## src/rtl/core/tecs_pkg.sv

```systemverilog
`timescale 1ns / 1ps
`default_nettype none

package tecs_pkg;

    // Field and register widths.
    localparam int RAW_W      = 16;
    localparam int SIZE_CFG_W = 13;
    localparam int VALUE_W    = 32;
    localparam int TYPE_W     = 16;
    localparam int CODE_W     = 16;
    localparam int OUT_W      = 12;
    localparam int CFG_IDX_W  = 3;
    localparam int CFG_DATA_W = 16;

    localparam int COORD_BITS_DEF = 12;

    // Event classes and codes.
    localparam logic [TYPE_W-1:0] EV_SYNC   = 16'd0;
    localparam logic [TYPE_W-1:0] EV_KEY    = 16'd1;
    localparam logic [TYPE_W-1:0] EV_ABS    = 16'd3;
    localparam logic [CODE_W-1:0] AXIS_Y    = 16'd0;
    localparam logic [CODE_W-1:0] AXIS_X    = 16'd1;
    localparam logic [CODE_W-1:0] KEY_TOUCH = 16'd330;

    // Configuration register indexes.
    localparam logic [CFG_IDX_W-1:0] CFG_X_RAW_LOW     = 3'd0;
    localparam logic [CFG_IDX_W-1:0] CFG_X_RAW_HIGH    = 3'd1;
    localparam logic [CFG_IDX_W-1:0] CFG_Y_RAW_LOW     = 3'd2;
    localparam logic [CFG_IDX_W-1:0] CFG_Y_RAW_HIGH    = 3'd3;
    localparam logic [CFG_IDX_W-1:0] CFG_SCREEN_WIDTH  = 3'd4;
    localparam logic [CFG_IDX_W-1:0] CFG_SCREEN_HEIGHT = 3'd5;

    // Register reset values.
    localparam logic [RAW_W-1:0]      X_RAW_LOW_RST     = 16'd0;
    localparam logic [RAW_W-1:0]      X_RAW_HIGH_RST    = 16'd240;
    localparam logic [RAW_W-1:0]      Y_RAW_LOW_RST     = 16'd0;
    localparam logic [RAW_W-1:0]      Y_RAW_HIGH_RST    = 16'd320;
    localparam logic [SIZE_CFG_W-1:0] SCREEN_WIDTH_RST  = 13'd240;
    localparam logic [SIZE_CFG_W-1:0] SCREEN_HEIGHT_RST = 13'd320;

    typedef enum logic [1:0] {
        ST_IDLE,
        ST_MUL,
        ST_DIV,
        ST_EMIT
    } tecs_state_t;

endpackage

`default_nettype wire

```

## src/rtl/core/tecs_event_if.sv

```systemverilog
`timescale 1ns / 1ps
`default_nettype none

interface tecs_event_if;

    logic                            valid;
    logic                            ready;
    logic [tecs_pkg::TYPE_W-1:0]     event_type;
    logic [tecs_pkg::CODE_W-1:0]     event_code;
    logic signed [tecs_pkg::VALUE_W-1:0] event_value;

    modport source (
        output valid,
        output event_type,
        output event_code,
        output event_value,
        input  ready
    );

    modport sink (
        input  valid,
        input  event_type,
        input  event_code,
        input  event_value,
        output ready
    );

endinterface

`default_nettype wire

```

## src/rtl/core/tecs_point_if.sv

```systemverilog
`timescale 1ns / 1ps
`default_nettype none

interface tecs_point_if;

    logic                       valid;
    logic                       ready;
    logic [tecs_pkg::OUT_W-1:0] point_x;
    logic [tecs_pkg::OUT_W-1:0] point_y;

    modport source (
        output valid,
        output point_x,
        output point_y,
        input  ready
    );

    modport sink (
        input  valid,
        input  point_x,
        input  point_y,
        output ready
    );

endinterface

`default_nettype wire

```

## src/rtl/core/tecs_serial_mul.sv

```systemverilog
`timescale 1ns / 1ps
`default_nettype none

// Shift-and-add multiplier that consumes one multiplier bit per cycle, MSB first.
module tecs_serial_mul #(
    parameter int COORD_BITS = tecs_pkg::COORD_BITS_DEF
) (
    input  wire logic                                    clk,
    input  wire logic                                    rst_n,
    input  wire logic                                    start,
    input  wire logic [COORD_BITS:0]                     multiplicand,
    input  wire logic [tecs_pkg::RAW_W-1:0]              multiplier,
    output logic                                         done,
    output logic [tecs_pkg::RAW_W+COORD_BITS:0]          product
);

    localparam int PROD_W = tecs_pkg::RAW_W + COORD_BITS + 1;
    localparam int CNT_W  = $clog2(tecs_pkg::RAW_W + 1);

    logic [PROD_W-1:0]         acc_reg, acc_next;
    logic [COORD_BITS:0]       mcand_reg;
    logic [tecs_pkg::RAW_W-1:0] mplier_reg, mplier_next;
    logic [CNT_W-1:0]          cnt_reg, cnt_next;
    logic                      busy_reg, busy_next;
    logic                      done_reg, done_next;

    always_comb
    begin
        acc_next    = acc_reg;
        mplier_next = mplier_reg;
        cnt_next    = cnt_reg;
        busy_next   = busy_reg;
        done_next   = 1'b0;
        if (start)
        begin
            acc_next    = '0;
            mplier_next = multiplier;
            cnt_next    = CNT_W'(tecs_pkg::RAW_W);
            busy_next   = 1'b1;
        end
        else if (busy_reg)
        begin
            acc_next = {acc_reg[PROD_W-2:0], 1'b0}
                     + (mplier_reg[tecs_pkg::RAW_W-1] ? PROD_W'(mcand_reg) : '0);
            mplier_next = {mplier_reg[tecs_pkg::RAW_W-2:0], 1'b0};
            cnt_next    = cnt_reg - CNT_W'(1);
            if (cnt_reg == CNT_W'(1))
            begin
                busy_next = 1'b0;
                done_next = 1'b1;
            end
        end
    end

    always_ff @(posedge clk or negedge rst_n)
    begin
        if (!rst_n)
        begin
            busy_reg <= 1'b0;
            done_reg <= 1'b0;
            cnt_reg  <= '0;
        end
        else
        begin
            busy_reg <= busy_next;
            done_reg <= done_next;
            cnt_reg  <= cnt_next;
        end
    end

    always_ff @(posedge clk)
    begin
        acc_reg    <= acc_next;
        mplier_reg <= mplier_next;
        if (start)
        begin
            mcand_reg <= multiplicand;
        end
    end

    assign done    = done_reg;
    assign product = acc_reg;

endmodule

`default_nettype wire

```

## src/rtl/core/tecs_serial_div.sv

```systemverilog
`timescale 1ns / 1ps
`default_nettype none

// Restoring divider that produces one quotient bit per cycle. The caller
// guarantees that the quotient fits in COORD_BITS bits, so the upper part of
// the numerator is already below the divisor and seeds the remainder.
module tecs_serial_div #(
    parameter int COORD_BITS = tecs_pkg::COORD_BITS_DEF
) (
    input  wire logic                                 clk,
    input  wire logic                                 rst_n,
    input  wire logic                                 start,
    input  wire logic [tecs_pkg::RAW_W+COORD_BITS:0]  numerator,
    input  wire logic [tecs_pkg::RAW_W-1:0]           divisor,
    output logic                                      done,
    output logic [COORD_BITS-1:0]                     quotient
);

    localparam int RW    = tecs_pkg::RAW_W;
    localparam int CNT_W = $clog2(COORD_BITS + 1);

    logic [RW-1:0]         rem_reg, rem_next;
    logic [RW-1:0]         den_reg;
    logic [COORD_BITS-1:0] low_reg, low_next;
    logic [COORD_BITS-1:0] quo_reg, quo_next;
    logic [CNT_W-1:0]      cnt_reg, cnt_next;
    logic                  busy_reg, busy_next;
    logic                  done_reg, done_next;
    logic [RW:0]           shifted;
    logic [RW:0]           diff;
    logic                  fits;

    always_comb
    begin
        shifted = {rem_reg, low_reg[COORD_BITS-1]};
        diff    = shifted - {1'b0, den_reg};
        fits    = (shifted >= {1'b0, den_reg});
    end

    always_comb
    begin
        rem_next  = rem_reg;
        low_next  = low_reg;
        quo_next  = quo_reg;
        cnt_next  = cnt_reg;
        busy_next = busy_reg;
        done_next = 1'b0;
        if (start)
        begin
            rem_next  = numerator[COORD_BITS +: RW];
            low_next  = numerator[COORD_BITS-1:0];
            quo_next  = '0;
            cnt_next  = CNT_W'(COORD_BITS);
            busy_next = 1'b1;
        end
        else if (busy_reg)
        begin
            rem_next = fits ? diff[RW-1:0] : shifted[RW-1:0];
            low_next = {low_reg[COORD_BITS-2:0], 1'b0};
            quo_next = {quo_reg[COORD_BITS-2:0], fits};
            cnt_next = cnt_reg - CNT_W'(1);
            if (cnt_reg == CNT_W'(1))
            begin
                busy_next = 1'b0;
                done_next = 1'b1;
            end
        end
    end

    always_ff @(posedge clk or negedge rst_n)
    begin
        if (!rst_n)
        begin
            busy_reg <= 1'b0;
            done_reg <= 1'b0;
            cnt_reg  <= '0;
        end
        else
        begin
            busy_reg <= busy_next;
            done_reg <= done_next;
            cnt_reg  <= cnt_next;
        end
    end

    always_ff @(posedge clk)
    begin
        rem_reg <= rem_next;
        low_reg <= low_next;
        quo_reg <= quo_next;
        if (start)
        begin
            den_reg <= divisor;
        end
    end

    assign done     = done_reg;
    assign quotient = quo_reg;

endmodule

`default_nettype wire

```

## src/rtl/core/touch_event_coordinate_scaler_core.sv

```systemverilog
`timescale 1ns / 1ps
`default_nettype none

// Touch event coordinate scaler.
// Input events arrive on the events channel (valid/ready, type, code, signed
// value); scaled points leave on the points channel; six range and screen
// registers are written through cfg_wr_en / cfg_index / cfg_wdata. They are
// to be written only while idle; the block itself does not enforce this.
// Key events, ignored events and axis events whose reading lies outside the
// raw window are settled as they are taken. A reading inside the window
// runs through a bit-serial multiplier (one raw bit per cycle) and then a
// bit-serial divider (one quotient bit per cycle), after which the result is
// written to the held point; no further request is taken until the divide is
// done. A sync event that finds a pending coordinate loads its point into the
// output register, or waits in the emit state while that register still
// holds a point that the receiver has not taken.
// Reset clears the held point and the pending mark and loads the default
// window of 240 by 320 pixels. When the receiver stalls, the output register
// holds its point and the block keeps taking events; only a second point
// behind the waiting one makes the block hold back further requests.
module touch_event_coordinate_scaler_core #(
    parameter int COORD_BITS = tecs_pkg::COORD_BITS_DEF
) (
    input  wire logic                                clk,
    input  wire logic                                rst_n,
    tecs_event_if.sink                               events,
    tecs_point_if.source                             points,
    input  wire logic                                cfg_wr_en,
    input  wire logic [tecs_pkg::CFG_IDX_W-1:0]      cfg_index,
    input  wire logic [tecs_pkg::CFG_DATA_W-1:0]     cfg_wdata
);

    localparam int RW     = tecs_pkg::RAW_W;
    localparam int SIZE_W = COORD_BITS + 1;
    localparam int CMP_W  = (SIZE_W > tecs_pkg::SIZE_CFG_W) ? SIZE_W : tecs_pkg::SIZE_CFG_W;
    localparam int PROD_W = RW + COORD_BITS + 1;

    // Configuration registers.
    logic [RW-1:0]                  x_raw_low_reg, x_raw_high_reg;
    logic [RW-1:0]                  y_raw_low_reg, y_raw_high_reg;
    logic [tecs_pkg::SIZE_CFG_W-1:0] screen_width_reg, screen_height_reg;

    // Held coordinate state.
    logic [COORD_BITS-1:0] held_x_reg, held_x_next;
    logic [COORD_BITS-1:0] held_y_reg, held_y_next;
    logic                  seen_reg, seen_next;

    // Context of the axis reading that is being scaled.
    logic                  axis_y_reg;
    logic [COORD_BITS-1:0] size_m1_reg;

    // Output register.
    logic                       out_valid_reg, out_valid_next;
    logic [tecs_pkg::OUT_W-1:0] out_x_reg, out_y_reg;

    tecs_pkg::tecs_state_t state_reg, state_next;

    // Decode of the presented request.
    logic                      accept;
    logic                      is_sync, is_touch_key, is_axis, is_axis_y;
    logic [RW-1:0]             sel_low, sel_high;
    logic [tecs_pkg::SIZE_CFG_W-1:0] sel_size_cfg;
    logic [CMP_W-1:0]          size_ext, size_lim;
    logic [SIZE_W-1:0]         eff_size;
    logic [COORD_BITS-1:0]     eff_size_m1;
    logic                      value_neg, value_wide, below, at_or_above, in_window;
    logic [RW-1:0]             raw_offset;
    logic [RW-1:0]             raw_span;
    logic                      out_free;

    // Control outputs of the state machine.
    logic mul_start, div_start, load_out;

    logic                  mul_done, div_done;
    logic [PROD_W-1:0]     product;
    logic [COORD_BITS-1:0] quotient;

    assign accept   = events.valid && events.ready;
    assign out_free = !out_valid_reg || points.ready;

    always_comb
    begin
        is_sync      = (events.event_type == tecs_pkg::EV_SYNC);
        is_touch_key = (events.event_type == tecs_pkg::EV_KEY)
                    && (events.event_code == tecs_pkg::KEY_TOUCH);
        is_axis_y    = (events.event_code == tecs_pkg::AXIS_Y);
        is_axis      = (events.event_type == tecs_pkg::EV_ABS)
                    && (is_axis_y || (events.event_code == tecs_pkg::AXIS_X));

        sel_low      = is_axis_y ? y_raw_low_reg     : x_raw_low_reg;
        sel_high     = is_axis_y ? y_raw_high_reg    : x_raw_high_reg;
        sel_size_cfg = is_axis_y ? screen_height_reg : screen_width_reg;

        // A zero size counts as one pixel; a size beyond the coordinate
        // range is limited to a full range of columns or rows.
        size_ext = CMP_W'(sel_size_cfg);
        size_lim = CMP_W'(1) << COORD_BITS;
        if (size_ext == '0)
        begin
            eff_size = SIZE_W'(1);
        end
        else if (size_ext > size_lim)
        begin
            eff_size = SIZE_W'(size_lim);
        end
        else
        begin
            eff_size = SIZE_W'(size_ext);
        end
        eff_size_m1 = COORD_BITS'(eff_size - SIZE_W'(1));

        // Window tests on the signed 32-bit reading against 16-bit limits.
        value_neg   = events.event_value[tecs_pkg::VALUE_W-1];
        value_wide  = |events.event_value[tecs_pkg::VALUE_W-2:RW];
        below       = value_neg || (!value_wide && (events.event_value[RW-1:0] < sel_low));
        at_or_above = !below && (value_wide || (events.event_value[RW-1:0] >= sel_high));
        in_window   = !below && !at_or_above;

        raw_offset = events.event_value[RW-1:0] - sel_low;
        raw_span   = sel_high - sel_low;
    end

    // Next state.
    always_comb
    begin
        state_next = state_reg;
        case (state_reg)
            tecs_pkg::ST_IDLE:
            begin
                if (accept && is_sync && seen_reg && !out_free)
                begin
                    state_next = tecs_pkg::ST_EMIT;
                end
                else if (accept && is_axis && in_window)
                begin
                    state_next = tecs_pkg::ST_MUL;
                end
            end
            tecs_pkg::ST_MUL:
            begin
                if (mul_done)
                begin
                    state_next = tecs_pkg::ST_DIV;
                end
            end
            tecs_pkg::ST_DIV:
            begin
                if (div_done)
                begin
                    state_next = tecs_pkg::ST_IDLE;
                end
            end
            tecs_pkg::ST_EMIT:
            begin
                if (out_free)
                begin
                    state_next = tecs_pkg::ST_IDLE;
                end
            end
            default:
            begin
                state_next = tecs_pkg::ST_IDLE;
            end
        endcase
    end

    // State machine outputs.
    always_comb
    begin
        events.ready = 1'b0;
        mul_start    = 1'b0;
        div_start    = 1'b0;
        load_out     = 1'b0;
        case (state_reg)
            tecs_pkg::ST_IDLE:
            begin
                events.ready = 1'b1;
                mul_start    = accept && is_axis && in_window;
                load_out     = accept && is_sync && seen_reg && out_free;
            end
            tecs_pkg::ST_MUL:
            begin
                div_start = mul_done;
            end
            tecs_pkg::ST_DIV:
            begin
                div_start = 1'b0;
            end
            tecs_pkg::ST_EMIT:
            begin
                load_out = out_free;
            end
            default:
            begin
                events.ready = 1'b0;
            end
        endcase
    end

    // Held point and pending mark.
    always_comb
    begin
        held_x_next = held_x_reg;
        held_y_next = held_y_reg;
        seen_next   = seen_reg;
        if (state_reg == tecs_pkg::ST_IDLE && accept)
        begin
            if (is_touch_key)
            begin
                held_x_next = '0;
                held_y_next = '0;
                seen_next   = 1'b0;
            end
            else if (is_axis)
            begin
                seen_next = 1'b1;
                // Readings outside the window are settled at once; the Y axis
                // counts rows from the top, so its ends are swapped.
                if (below)
                begin
                    if (is_axis_y)
                    begin
                        held_y_next = eff_size_m1;
                    end
                    else
                    begin
                        held_x_next = '0;
                    end
                end
                else if (at_or_above)
                begin
                    if (is_axis_y)
                    begin
                        held_y_next = '0;
                    end
                    else
                    begin
                        held_x_next = eff_size_m1;
                    end
                end
            end
        end
        else if (state_reg == tecs_pkg::ST_DIV && div_done)
        begin
            if (axis_y_reg)
            begin
                held_y_next = size_m1_reg - quotient;
            end
            else
            begin
                held_x_next = quotient;
            end
        end
    end

    always_comb
    begin
        if (load_out)
        begin
            out_valid_next = 1'b1;
        end
        else if (points.ready)
        begin
            out_valid_next = 1'b0;
        end
        else
        begin
            out_valid_next = out_valid_reg;
        end
    end

    always_ff @(posedge clk or negedge rst_n)
    begin
        if (!rst_n)
        begin
            state_reg         <= tecs_pkg::ST_IDLE;
            held_x_reg        <= '0;
            held_y_reg        <= '0;
            seen_reg          <= 1'b0;
            out_valid_reg     <= 1'b0;
            x_raw_low_reg     <= tecs_pkg::X_RAW_LOW_RST;
            x_raw_high_reg    <= tecs_pkg::X_RAW_HIGH_RST;
            y_raw_low_reg     <= tecs_pkg::Y_RAW_LOW_RST;
            y_raw_high_reg    <= tecs_pkg::Y_RAW_HIGH_RST;
            screen_width_reg  <= tecs_pkg::SCREEN_WIDTH_RST;
            screen_height_reg <= tecs_pkg::SCREEN_HEIGHT_RST;
        end
        else
        begin
            state_reg     <= state_next;
            held_x_reg    <= held_x_next;
            held_y_reg    <= held_y_next;
            seen_reg      <= seen_next;
            out_valid_reg <= out_valid_next;
            if (cfg_wr_en)
            begin
                case (cfg_index)
                    tecs_pkg::CFG_X_RAW_LOW:     x_raw_low_reg  <= cfg_wdata;
                    tecs_pkg::CFG_X_RAW_HIGH:    x_raw_high_reg <= cfg_wdata;
                    tecs_pkg::CFG_Y_RAW_LOW:     y_raw_low_reg  <= cfg_wdata;
                    tecs_pkg::CFG_Y_RAW_HIGH:    y_raw_high_reg <= cfg_wdata;
                    tecs_pkg::CFG_SCREEN_WIDTH:
                        screen_width_reg  <= cfg_wdata[tecs_pkg::SIZE_CFG_W-1:0];
                    tecs_pkg::CFG_SCREEN_HEIGHT:
                        screen_height_reg <= cfg_wdata[tecs_pkg::SIZE_CFG_W-1:0];
                    default:
                    begin
                    end
                endcase
            end
        end
    end

    // Payload registers.
    always_ff @(posedge clk)
    begin
        if (mul_start)
        begin
            axis_y_reg  <= is_axis_y;
            size_m1_reg <= eff_size_m1;
        end
        if (load_out)
        begin
            out_x_reg <= tecs_pkg::OUT_W'(held_x_reg);
            out_y_reg <= tecs_pkg::OUT_W'(held_y_reg);
        end
    end

    assign points.valid   = out_valid_reg;
    assign points.point_x = out_x_reg;
    assign points.point_y = out_y_reg;

    // Offset times screen size, one raw bit per cycle.
    tecs_serial_mul #(
        .COORD_BITS (COORD_BITS)
    ) u_mul (
        .clk          (clk),
        .rst_n        (rst_n),
        .start        (mul_start),
        .multiplicand (eff_size),
        .multiplier   (raw_offset),
        .done         (mul_done),
        .product      (product)
    );

    // The divisor is captured at the start of the multiply and held until
    // the divide begins.
    logic [RW-1:0] span_reg;

    always_ff @(posedge clk)
    begin
        if (mul_start)
        begin
            span_reg <= raw_span;
        end
    end

    // Product over raw span, one quotient bit per cycle.
    tecs_serial_div #(
        .COORD_BITS (COORD_BITS)
    ) u_div (
        .clk       (clk),
        .rst_n     (rst_n),
        .start     (div_start),
        .numerator (product),
        .divisor   (span_reg),
        .done      (div_done),
        .quotient  (quotient)
    );

endmodule

`default_nettype wire
```

## src/flat_wrapper.sv

```systemverilog
// flat-port wrapper written by rule: the top's interface ports become plain ports
module touch_event_coordinate_scaler_core_flat 
#(
    parameter int COORD_BITS = tecs_pkg::COORD_BITS_DEF
)
  (clk, rst_n, cfg_wr_en, cfg_index, cfg_wdata, events_valid, events_event_type, events_event_code, events_event_value, events_ready, points_valid, points_point_x, points_point_y, points_ready);
  tecs_event_if events_i ();
  tecs_point_if points_i ();
  input  wire logic clk;
  input  wire logic rst_n;
  input  wire logic cfg_wr_en;
  input  wire logic [tecs_pkg::CFG_IDX_W-1:0] cfg_index;
  input  wire logic [tecs_pkg::CFG_DATA_W-1:0] cfg_wdata;
  input wire logic [$bits(events_i.valid)-1:0] events_valid;
  input wire logic [$bits(events_i.event_type)-1:0] events_event_type;
  input wire logic [$bits(events_i.event_code)-1:0] events_event_code;
  input wire logic [$bits(events_i.event_value)-1:0] events_event_value;
  output wire logic [$bits(events_i.ready)-1:0] events_ready;
  output wire logic [$bits(points_i.valid)-1:0] points_valid;
  output wire logic [$bits(points_i.point_x)-1:0] points_point_x;
  output wire logic [$bits(points_i.point_y)-1:0] points_point_y;
  input wire logic [$bits(points_i.ready)-1:0] points_ready;
  assign events_i.valid = events_valid;
  assign events_i.event_type = events_event_type;
  assign events_i.event_code = events_event_code;
  assign events_i.event_value = events_event_value;
  assign events_ready = events_i.ready;
  assign points_valid = points_i.valid;
  assign points_point_x = points_i.point_x;
  assign points_point_y = points_i.point_y;
  assign points_i.ready = points_ready;
  touch_event_coordinate_scaler_core #(.COORD_BITS(COORD_BITS)) u_core (.clk(clk), .rst_n(rst_n), .events(events_i), .points(points_i), .cfg_wr_en(cfg_wr_en), .cfg_index(cfg_index), .cfg_wdata(cfg_wdata));
endmodule
```

## config.mk

```make
export PLATFORM = sky130hd
export DESIGN_NAME = touch_event_coordinate_scaler_core_flat
export DESIGN_NICKNAME = d
export VERILOG_FILES = /design/src/rtl/core/tecs_pkg.sv /design/src/rtl/core/tecs_event_if.sv /design/src/rtl/core/tecs_point_if.sv /design/src/rtl/core/tecs_serial_mul.sv /design/src/rtl/core/tecs_serial_div.sv /design/src/rtl/core/touch_event_coordinate_scaler_core.sv /design/src/flat_wrapper.sv
export SDC_FILE = /design/constraint.sdc
export NUM_CORES = 1
export LEC_CHECK = 0
export BUFFER_PORTS_ARGS = -buffer_cell sky130_fd_sc_hd__buf_2
export CELL_PAD_IN_SITES_DETAIL_PLACEMENT = 0
export CELL_PAD_IN_SITES_GLOBAL_PLACEMENT = 1
export CORE_MARGIN = 2
export CORE_UTILIZATION = 44
export DETAILED_ROUTE_END_ITERATION = 8
export PLACE_DENSITY_LB_ADDON = 0.1
export SYNTH_ARGS = -nofsm -noshare
export SYNTH_HDL_FRONTEND = slang
export SYNTH_SLANG_ARGS = --single-unit
```

## constraint.sdc

```tcl
create_clock -name clk -period 3.2 [get_ports clk]
set_clock_uncertainty 0.1 [all_clocks]
set_input_delay 0.32 -clock clk [delete_from_list [all_inputs] [get_ports clk]]
set_output_delay 0.32 -clock clk [all_outputs]
set_load 0.005 [all_outputs]
```

==> results.yml, run 1 <==
outcome:
  outcome: "finished, violations left"
  violations: "setup timing"
synthesis:
  synth_mux_area_share_pct: 12.81
  synth_top_family_by_area: "simple AND/OR/NAND/NOR gates"
  synth-xor-area-share_pct: 4.260
  synth_seq_area_share_pct: 47.89
  syn_area_per_cell_um2: 10.94
  synth_compound_area_share_pct: 10.39
  synth_flop_cell: "edfxtp_1"
  yosysUniqueCellTypes: 81
  synthTopCellsByArea: "edfxtp_1 23%, dfrtp_1 18%, mux2_2 8.1%"
  ys_warn_count: 0
  yosysTopAreaCell: "edfxtp_1"
  yosysTopAreaCellShare_pct: 23.00
  synthAdderAreaFrac_pct: 7.751
  synth_edf_count: 126
  synthesis.area_um2: 16450
  synth-seq-cells: 297
  syn_nets: 1689
  ys_async_sr_fraction_pct: 44.11
  synth_simple_gate_area_share_pct: 13.75
  synthCells: 1504
min_path:
  hp-start: "points_ready"
  holdPathEnd: "u_core.points.valid"
  holdPathStages: 3
  hold_path.class: "in -> reg"
power:
  combPwrFrac_pct: 25.3
  seqPwrFrac_pct: 39.4
  switchingPower_mw: 3.190
  power_density_nw_per_um2: 526.5
  p_sw_share_pct: 27.92
  p_leak_nw: 9.144
  totalPowerFinal_mw: 11.42
  internal_power_mw: 8.234
  power.clock.fraction_pct: 35.3
  max-vdd-ir-drop_mv: 0.4608
sta:
  relSlewSlack_pct: 46.42
  rsz0062_at_grt: "yes"
  period_needed_ns: 3.540
  finalSetupTns_ns: -23.68
  max_freq_ghz: 0.2825
  final-hold-violation-count: 0
  period_share_pct: 110.6
  worst_pin_slew_ns: 0.7995
  slew_violations: 0
  setup_ws_ns: -0.3398
  setup_viol: 125
layout:
  area_growth_pct: 31.91
  nFillCells: 3103
  nets: 2060
  largest_register_ff_count: 28
  drive_above_1_share_pct: 36.38
  regArea_um2: 7879
  diodes: 0
  stdcell_area_um2: 21700
  multiInputGateArea_um2: 8850
setup_path:
  critPathMaxFanout: 5
  critPathRequiredTime_ns: 3.53
  r2r_slack_ns: -0.06
  endpoint_kind: "register"
  regToRegStartpoint: "u_core.y_raw_low_reg[9]"
  crit_path_start_kind: "input port"
  worstRegToRegCells: 12
  cp_data_arrival_time_ns: 3.87
  criticalPathCategory: "in -> reg"
  regToRegEndpoint: "u_core.held_y_reg[4]"
clock_tree:
  htree_levels: 2
  clock_latency_ns: 0.54
  cts_made_buffers: 35
  cts_tree: "yes"
  clock-sinks: 297
  cts_root_buffer: "clkbuf_16"
  clock_path_buffers: 3
  cts.clk_slew.worst_paths_ns: 0.06
floorplan:
  rows: 70
  die-area_um2: 38950
  die-height_um: 197.4
  io_pins: 114
  floorplan.initialDensity_pct: 44.82
  coreArea_um2: 36700
  fp.dieW_um: 197.4
drt:
  detail_route.vias_per_cell: 5.270
  wl_per_cell_um: 18.32
  post-route-drc-count: 0
  wl_mm: 43.42
  drtIter0Drc: 617
  num_vias: 12490
  final_antenna_net_count: 0
  first_pass_iters: 5
grt:
  grt_pass1_wl_mm: 67.85
  antenna_found_initial: 1
  grt_pass1_vias: 12530
  grt_overflow: 0
  grt_use_total_pct: 22.28
  grt_max_degree: 72
placed_design:
  dpl.hpwl_mm: 31.28
  port_buffers: 113
  gp_congestion: 0.8436
  pre_cts_slack_ns: -1.170
  placed_area_um2: 19250
run:
  drv_cap: 0
-- how the worst max path moves through the flow --
| stage | from | to | slack (ns) | depth (start not counted) |
|---|---|---|---|---|
| floorplan | events_event_code[10] | u_core.u_mul.mplier_reg[0] | -0.99 | 18 |
| global placement | events_event_code[0] | u_core.held_y_reg[10] | -1.04 | 16 |
| detailed placement | events_event_code[13] | u_core.held_y_reg[10] | -1.17 | 16 |
| CTS | events_event_code[2] | u_core.u_mul.product[14] | -0.25 | 18 |
| global route | events_event_code[2] | u_core.held_y_reg[7] | -0.40 | 16 |
| finish | events_event_code[2] | u_core.held_y_reg[4] | -0.34 | 16 |
-- cell families after synthesis --
family	count (synthesis)
AO/OA/AOI/OAI	245
XOR/XNOR	80
adder cells (fa/ha/maj)	100
buffers and inverters	128
flip-flops	297
multiplexers	194
AND/OR/NAND/NOR	460
-- cells in the final DEF (no fill, tap or decap), types with 13 or more instances in the layout --
| cell | n |
|---|---|
| edfxtp_1 | 126 |
| nor3_1 | 34 |
| nand2b_1 | 15 |
| xor2_1 | 22 |
| buf_4 | 222 |
| o21ai_0 | 34 |
| dfrtp_1 | 118 |
| xnor2_1 | 58 |
| buf_2 | 106 |
| clkbuf_16 | 44 |
| dfxtp_1 | 40 |
| a21oi_2 | 13 |
| a21oi_1 | 44 |
| buf_6 | 22 |
| mux2_2 | 105 |
| a21o_1 | 30 |
| ha_1 | 81 |
| nand3_1 | 23 |
| or3_1 | 13 |
| nor2_1 | 109 |
| and2_1 | 15 |
| nand2_1 | 141 |
| nor2b_1 | 15 |
| inv_1 | 78 |
| mux2_4 | 20 |
| mux2i_1 | 56 |
-- power groups by stage --
stage               Combinational (mW)  Clock (mW)  Sequential, mW
floorplan                         1.50           0            4.51
global placement                  2.66           0            4.55
detailed placement                2.69           0            4.56
CTS                               2.75        4.13            4.50
global route                      3.18        4.28            4.54
finish                            2.89        4.03            4.50
-- final cells by class --
class / instances / share of cell area, %
Clock buffer: 51 / 4.930
Clock inverter: 13 / 0.4671
Inverter: 80 / 1.395
Multi-Input combinational cell: 1085 / 40.79
Sequential cell: 297 / 36.31
Tap cell: 468 / 2.699
Timing Repair Buffer: 376 / 13.41
-- cells in the mapped netlist, types with 13 or more instances --
master and n:
nand2_1 147, edfxtp_1 126, nor2_1 121, dfrtp_1 119, mux2_2 119, ha_1 93, inv_1 79, mux2i_1 64
a21oi_1 58, xnor2_1 58, dfxtp_1 40, o21ai_0 38, nor3_1 37, a21o_1 30, clkbuf_1 28, nand3_1 23
xor2_1 22, nor2b_1 18, nand2b_1 17, and2_1 15, a211oi_1 13, or3_1 13
-- critical path, stage by stage --
cell and delay [ns]:
buf_6 0.10, nor4_4 0.34, nand4_4 0.26, buf_6 0.20
mux2i_4 0.24, ha_4 0.25, a21o_1 0.19, a21o_1 0.16
a21o_1 0.17, a221o_1 0.34, a31oi_4 0.25, o31ai_4 0.14
buf_12 0.16, a31oi_4 0.19, or2_4 0.23, mux2_4 0.32
-- through the flow --
stage,hold WS [ns],instances,util (%)
after floorplan,-0.07559,1504,-
final,0.03635,2370,59.13
after global placement,0.2565,2255,52.45
after global routing,0.03327,2370,59.13
after CTS,0.01585,2337,56.72
after detailed placement,0.2729,2255,52.45
-- per-layer routing --
layer	GRT usage, %	up-vias	wire length [um]
met4	5.291	0	703
li1	-	6195	-
met2	34.74	207	19670
met5	0	-	0
met3	3.312	46	1496
met1	32.69	6042	21550
-- what timing repair did --
action	CTS	global route
gates cloned	3	10
setup endpoints to repair	151	155
hold endpoints to repair	84	0
hold buffers	7	0
resized for setup	40	111
pin swaps	14	32
buffers inserted	8	26
Power figures use the tool's default switching activity.
==> inputs of run 2 (changes only) <==
--- a/config.mk
+++ b/config.mk
@@ -11,7 +11,7 @@
 export CORE_MARGIN = 2
 export CORE_UTILIZATION = 44
 export DETAILED_ROUTE_END_ITERATION = 8
-export PLACE_DENSITY_LB_ADDON = 0.1
+export PLACE_DENSITY_LB_ADDON = 0.12
 export SYNTH_ARGS = -nofsm -noshare
 export SYNTH_HDL_FRONTEND = slang
 export SYNTH_SLANG_ARGS = --single-unit
==> run 2 against run 1 <==
The run still ends with setup timing left. Non-clock buffer count is 4 lower. Register-to-register slack improved by 0.02 ns. Cell count fell by 0.42%. Global-route usage decreased by 0.17 points. Hold slack better by 0.0032 ns. Critical path type unchanged.
==> results.yml, run 2 (synthesized netlist as in run 1, its figures left out) <==
placed_design:
  dp.cells: 2241
  placed_area_um2: 19190
  dpl.hpwl_mm: 31.44
  pre_cts_slack_ns: -1.091
  port_buffers: 113
  gp_congestion: 0.8617
clock_tree:
  clock_path_buffers: 3
  cts_made_buffers: 35
  clock_latency_ns: 0.53
  htree_levels: 2
  cts_root_buffer: "clkbuf_16"
  cts_tree: "yes"
  clock-sinks: 297
  cts.clk_slew.worst_paths_ns: 0.05
setup_path:
  cp_data_arrival_time_ns: 3.84
  cp_slowest_cell: "nor4_4"
  critPathMaxFanout: 6
  critPathRequiredTime_ns: 3.51
  endpoint_kind: "register"
  criticalPathCategory: "in -> reg"
  timing.critical_path.mode_cell: "a21o_1"
  crit_path_start_kind: "input port"
  max_stage_delay_ns: 0.36
  crit_chain: "buf_6 -> nor4_4 -> nand4_4 -> buf_12 -> mux2i_4 -> ha_4 -> a21o_1 -> a21o_1 -> a21o_1 -> a221o_1 -> a31oi_4 -> o31a_2 -> nor3_4 -> a21oi_4 -> clkbuf_16 -> mux2_4"
grt:
  antenna_found_initial: 0
  grt_max_degree: 51
  grt_pass1_wl_mm: 67.17
  grt_use_total_pct: 22.11
  grt_overflow: 0
  grt_pass1_vias: 12190
sta:
  finalSetupTns_ns: -27.69
  final-hold-violation-count: 0
  max_freq_ghz: 0.2836
  period_needed_ns: 3.527
  setup_viol: 137
  rsz0062_at_grt: "yes"
  relSlewSlack_pct: 38.64
  period_share_pct: 110.2
  fin_hold_ws_ns: 0.03953
  worst_pin_slew_ns: 0.9107
  slew_violations: 0
  setup_ws_ns: -0.3266
run:
  drv_cap: 0
floorplan:
  die-height_um: 197.4
  die-area_um2: 38950
  floorplan.initialDensity_pct: 44.82
  rows: 70
  io_pins: 114
  fp.dieW_um: 197.4
  coreArea_um2: 36700
drt:
  wl_met3_mm: 1.465
  num_vias: 12460
  wl_per_cell_um: 18.16
  post-route-drc-count: 0
  detail_route.vias_per_cell: 5.280
  wl_mm: 42.85
  drt-met1-wl_mm: 20.84
  highest_layer: "met4"
  routed-wl-met2_mm: 19.53
  drtIter0Drc: 574
  first_pass_iters: 5
  final_antenna_net_count: 0
layout:
  drive_above_1_share_pct: 36.31
  area_growth_pct: 32.29
  regArea_um2: 7879
  multiInputGateArea_um2: 8899
  final_common_cell: "buf_4"
  layout_common_cells: "209 x buf_4, 146 x nand2_1, 126 x edfxtp_1, 118 x dfrtp_1, 107 x buf_2"
  stdcell_area_um2: 21760
  final_cells: 2360
  final_util_pct: 59.30
  nets: 2052
  largest_register_ff_count: 28
  diodes: 0
  nFillCells: 3089
power:
  p_leak_nw: 9.157
  totalPowerFinal_mw: 11.14
  max-vdd-ir-drop_mv: 0.4803
  power_density_nw_per_um2: 512.1
min_path:
  hold_path.class: "in -> reg"
outcome:
  violations: "setup timing"
  outcome: "finished, violations left"
-- run 2: layout make-up --
| type | count | share of cell area (%) |
|---|---|---|
| clock buffers | 55 | 4.790 |
| clock inverters | 7 | 0.1955 |
| flip-flops and latches | 297 | 36.21 |
| inverters | 80 | 1.403 |
| well taps | 468 | 2.691 |
| multi-input cells | 1081 | 40.89 |
| repair buffers | 372 | 13.82 |
-- run 2: worst paths after layout --
kind / from / end / slack, ns / cells past startpoint
setup reg to reg: u_core.y_raw_low_reg[9] / u_core.held_x_reg[10] / -0.04 / 12
min in group asynchronous: rst_n / u_core.x_raw_low_reg[0] / 0.22 / 2
hold reg to reg: u_core.span_reg[7] / u_core.u_div.den_reg[7] / 0.31 / 0
hold / removal: cfg_wdata[1] / u_core.x_raw_high_reg[1] / 0.04 / 2
setup / recovery: events_event_code[12] / u_core.held_x_reg[10] / -0.33 / 16
max in group asynchronous: rst_n / u_core.y_raw_low_reg[12] / 1.81 / 4
-- run 2: metal layers --
| layer | vias to the layer above | global-route usage (%) |
|---|---|---|
| met5 | - | 0 |
| met4 | 0 | 6.405 |
| met3 | 60 | 2.954 |
| met2 | 199 | 34.68 |
| met1 | 6029 | 32.03 |
| li1 | 6173 | - |
-- run 2: power breakdown --
part           switching (mW)  leakage [nW]  internal, mW
clock network            1.52         0.528          2.23
registers               0.193          2.92          4.31
logic                    1.37          5.71          1.52
-- run 2: repair_timing --
| action | 4_1_cts | 5_1_grt |
|---|---|---|
| setup buffers | 19 | 24 |
| endpoints found under the setup margin | 150 | 147 |
| endpoints found under the hold margin | 64 | 0 |
| cloned | 6 | 5 |
| pin swaps | 11 | 50 |
| hold buffers | 6 | 0 |
| gates resized for setup | 51 | 127 |
-- run 2: worst max-delay path, delay by kind of cell --
kind                       cells  cell delay [ns]
AOI/OAI and AO/OA              7             1.60
muxes                          2             0.50
and+or+nand+nor                3             0.65
adders and majority gates      1             0.23
buffers and inverters          3             0.51
==> inputs of run 3 (changes only) <==
--- a/config.mk
+++ b/config.mk
@@ -9,7 +9,7 @@
 export CELL_PAD_IN_SITES_DETAIL_PLACEMENT = 0
 export CELL_PAD_IN_SITES_GLOBAL_PLACEMENT = 1
 export CORE_MARGIN = 2
-export CORE_UTILIZATION = 44
+export CORE_UTILIZATION = 50
 export DETAILED_ROUTE_END_ITERATION = 8
 export PLACE_DENSITY_LB_ADDON = 0.12
 export SYNTH_ARGS = -nofsm -noshare
==> constraint.sdc (replaced) <==
create_clock -name clk -period 4.2 [get_ports clk]
set_clock_uncertainty 0.1 [all_clocks]
set_input_delay 0.42 -clock clk [delete_from_list [all_inputs] [get_ports clk]]
set_output_delay 0.42 -clock clk [all_outputs]
set_load 0.005 [all_outputs]
==> run 3 against run 2 <==
The run now ends clean. Global-route usage rose by 0.85 points. Setup slack improved by 0.75 ns. Critical endpoint is now u_core.held_y_reg[11]. Critical path depth shrank 1. Non-clock buffer count decreased by 174. Wire length fell by 10%. Cell count fell by 8.5%. Critical path type unchanged.
==> results.yml, run 3 (synthesized netlist as in run 1, its figures left out) <==
drt:
  detail_route.vias_per_cell: 5.484
  wl_per_cell_um: 17.79
  num_vias: 11850
  drtIter0Drc: 775
  wl_mm: 38.43
  first_pass_iters: 5
  final_antenna_net_count: 0
  post-route-drc-count: 0
setup_path:
  r2r_slack_ns: 0.70
  critPathLaunch: "events_event_code[1]"
  criticalPathCategory: "in -> reg"
  regToRegStartpoint: "u_core.y_raw_low_reg[9]"
  critPathRequiredTime_ns: 4.56
  worstRegToRegCells: 11
  critPathMaxFanout: 27
  cp_data_arrival_time_ns: 4.14
  crit_path_start_kind: "input port"
  endpoint_kind: "register"
sta:
  relSlewSlack_pct: 23.07
  period_share_pct: 89.82
  rsz0062_at_grt: "no"
  worst_pin_slew_ns: 1.148
  max_freq_ghz: 0.2651
  fin_hold_ws_ns: 0.08538
  setup_viol: 0
  final-hold-violation-count: 0
  period_needed_ns: 3.773
  slew_violations: 0
grt:
  grt_pass1_wl_mm: 62.04
  grt_overflow: 0
  grt_pass1_vias: 11430
  grt_use_total_pct: 22.96
  grt_max_degree: 75
  antenna_found_initial: 0
floorplan:
  fp.dieW_um: 185.4
  io_pins: 114
  floorplan.initialDensity_pct: 50.69
  die-height_um: 185.4
  coreArea_um2: 32450
  die-area_um2: 34370
  rows: 66
layout:
  area_growth_pct: 17.32
  nets: 1876
  regArea_um2: 7879
  stdcell_area_um2: 19300
  final_util_pct: 59.46
  largest_register_ff_count: 28
  final_cells: 2160
  multiInputGateArea_um2: 8163
  nFillCells: 2801
  diodes: 0
  drive_above_1_share_pct: 24.68
  final_common_cell: "nand2_1"
  layout_common_cells: "147 x nand2_1, 126 x edfxtp_1, 121 x nor2_1, 118 x dfrtp_1, 112 x buf_2"
clock_tree:
  cts_root_buffer: "clkbuf_16"
  clock_latency_ns: 0.53
  cts.clk_slew.worst_paths_ns: 0.05
  cts_tree: "yes"
  cts_resized: 0
  cts_made_buffers: 35
  clock-sinks: 297
  post_cts_buffers: 0
  cts_hold_buf: 1
  clock_path_buffers: 3
  htree_levels: 2
power:
  totalPowerFinal_mw: 8.129
  max-vdd-ir-drop_mv: 0.3221
  power_density_nw_per_um2: 421.2
  p_leak_nw: 8.034
outcome:
  outcome: "finished clean"
placed_design:
  gp_congestion: 0.8683
  placed_area_um2: 18170
  dpl.hpwl_mm: 28.74
  port_buffers: 113
  dp.cells: 2095
run:
  drv_cap: 0
min_path:
  hp-start: "cfg_wdata[14]"
  hold_path.class: "in -> reg"
  holdPathStages: 2
==> run 3: layout make-up <==
| cell class | instances | area share (%) |
|---|---|---|
| well taps | 442 | 2.866 |
| multi-input cells | 1079 | 42.30 |
| repair buffers | 198 | 6.652 |
| inverters | 80 | 1.556 |
| clock buffers | 48 | 5.012 |
| flip-flops and latches | 297 | 40.83 |
| clock inverters | 16 | 0.7910 |
==> run 3: through the flow <==
stage / setup slack [ns] / setup TNS (ns)
2_1_floorplan: -0.09477 / -1.906
3_3_place_gp: -0.05494 / -0.4502
3_5_place_dp: -0.1319 / -3.670
4_1_cts: 0.4277 / 0
5_1_grt: 0.2445 / 0
6_report: 0.4274 / 0
==> run 3: worst paths after layout <==
kind	endpoint
min	u_core.x_raw_high_reg[14]
min in group asynchronous	u_core.x_raw_low_reg[13]
min reg2reg	u_core.u_div.den_reg[2]
max	u_core.held_y_reg[11]
max reg2reg	u_core.held_y_reg[11]
max in group asynchronous	u_core.screen_width_reg[4]
==> run 3: power by group <==
group	switching (mW)	internal (mW)	total, mW
clock	1.19	1.76	2.95
combinational	0.910	0.833	1.74
sequential	0.151	3.28	3.43
total	2.25	5.87	8.13
==> run 3: worst max-delay path, cell delays in order <==
cell	delay, ns
buf_2	0.12
nor4_4	0.35
nand4_4	0.22
inv_2	0.12
buf_12	0.19
mux2i_1	0.34
ha_1	0.30
a21o_1	0.18
a21o_1	0.16
a221o_1	0.36
a31oi_2	0.23
o31a_2	0.27
nor2_1	0.12
o32ai_1	0.48
mux2_2	0.25
==> run 3: routing by layer <==
layer / track usage (%) / vias up / part of all wire [%]
li1: - / 5796 / -
met1: 34.63 / 5726 / 50
met2: 34.46 / 269 / 43
met3: 3.225 / 55 / 4.5
met4: 6.190 / 0 / 2.2
met5: 0 / - / 0
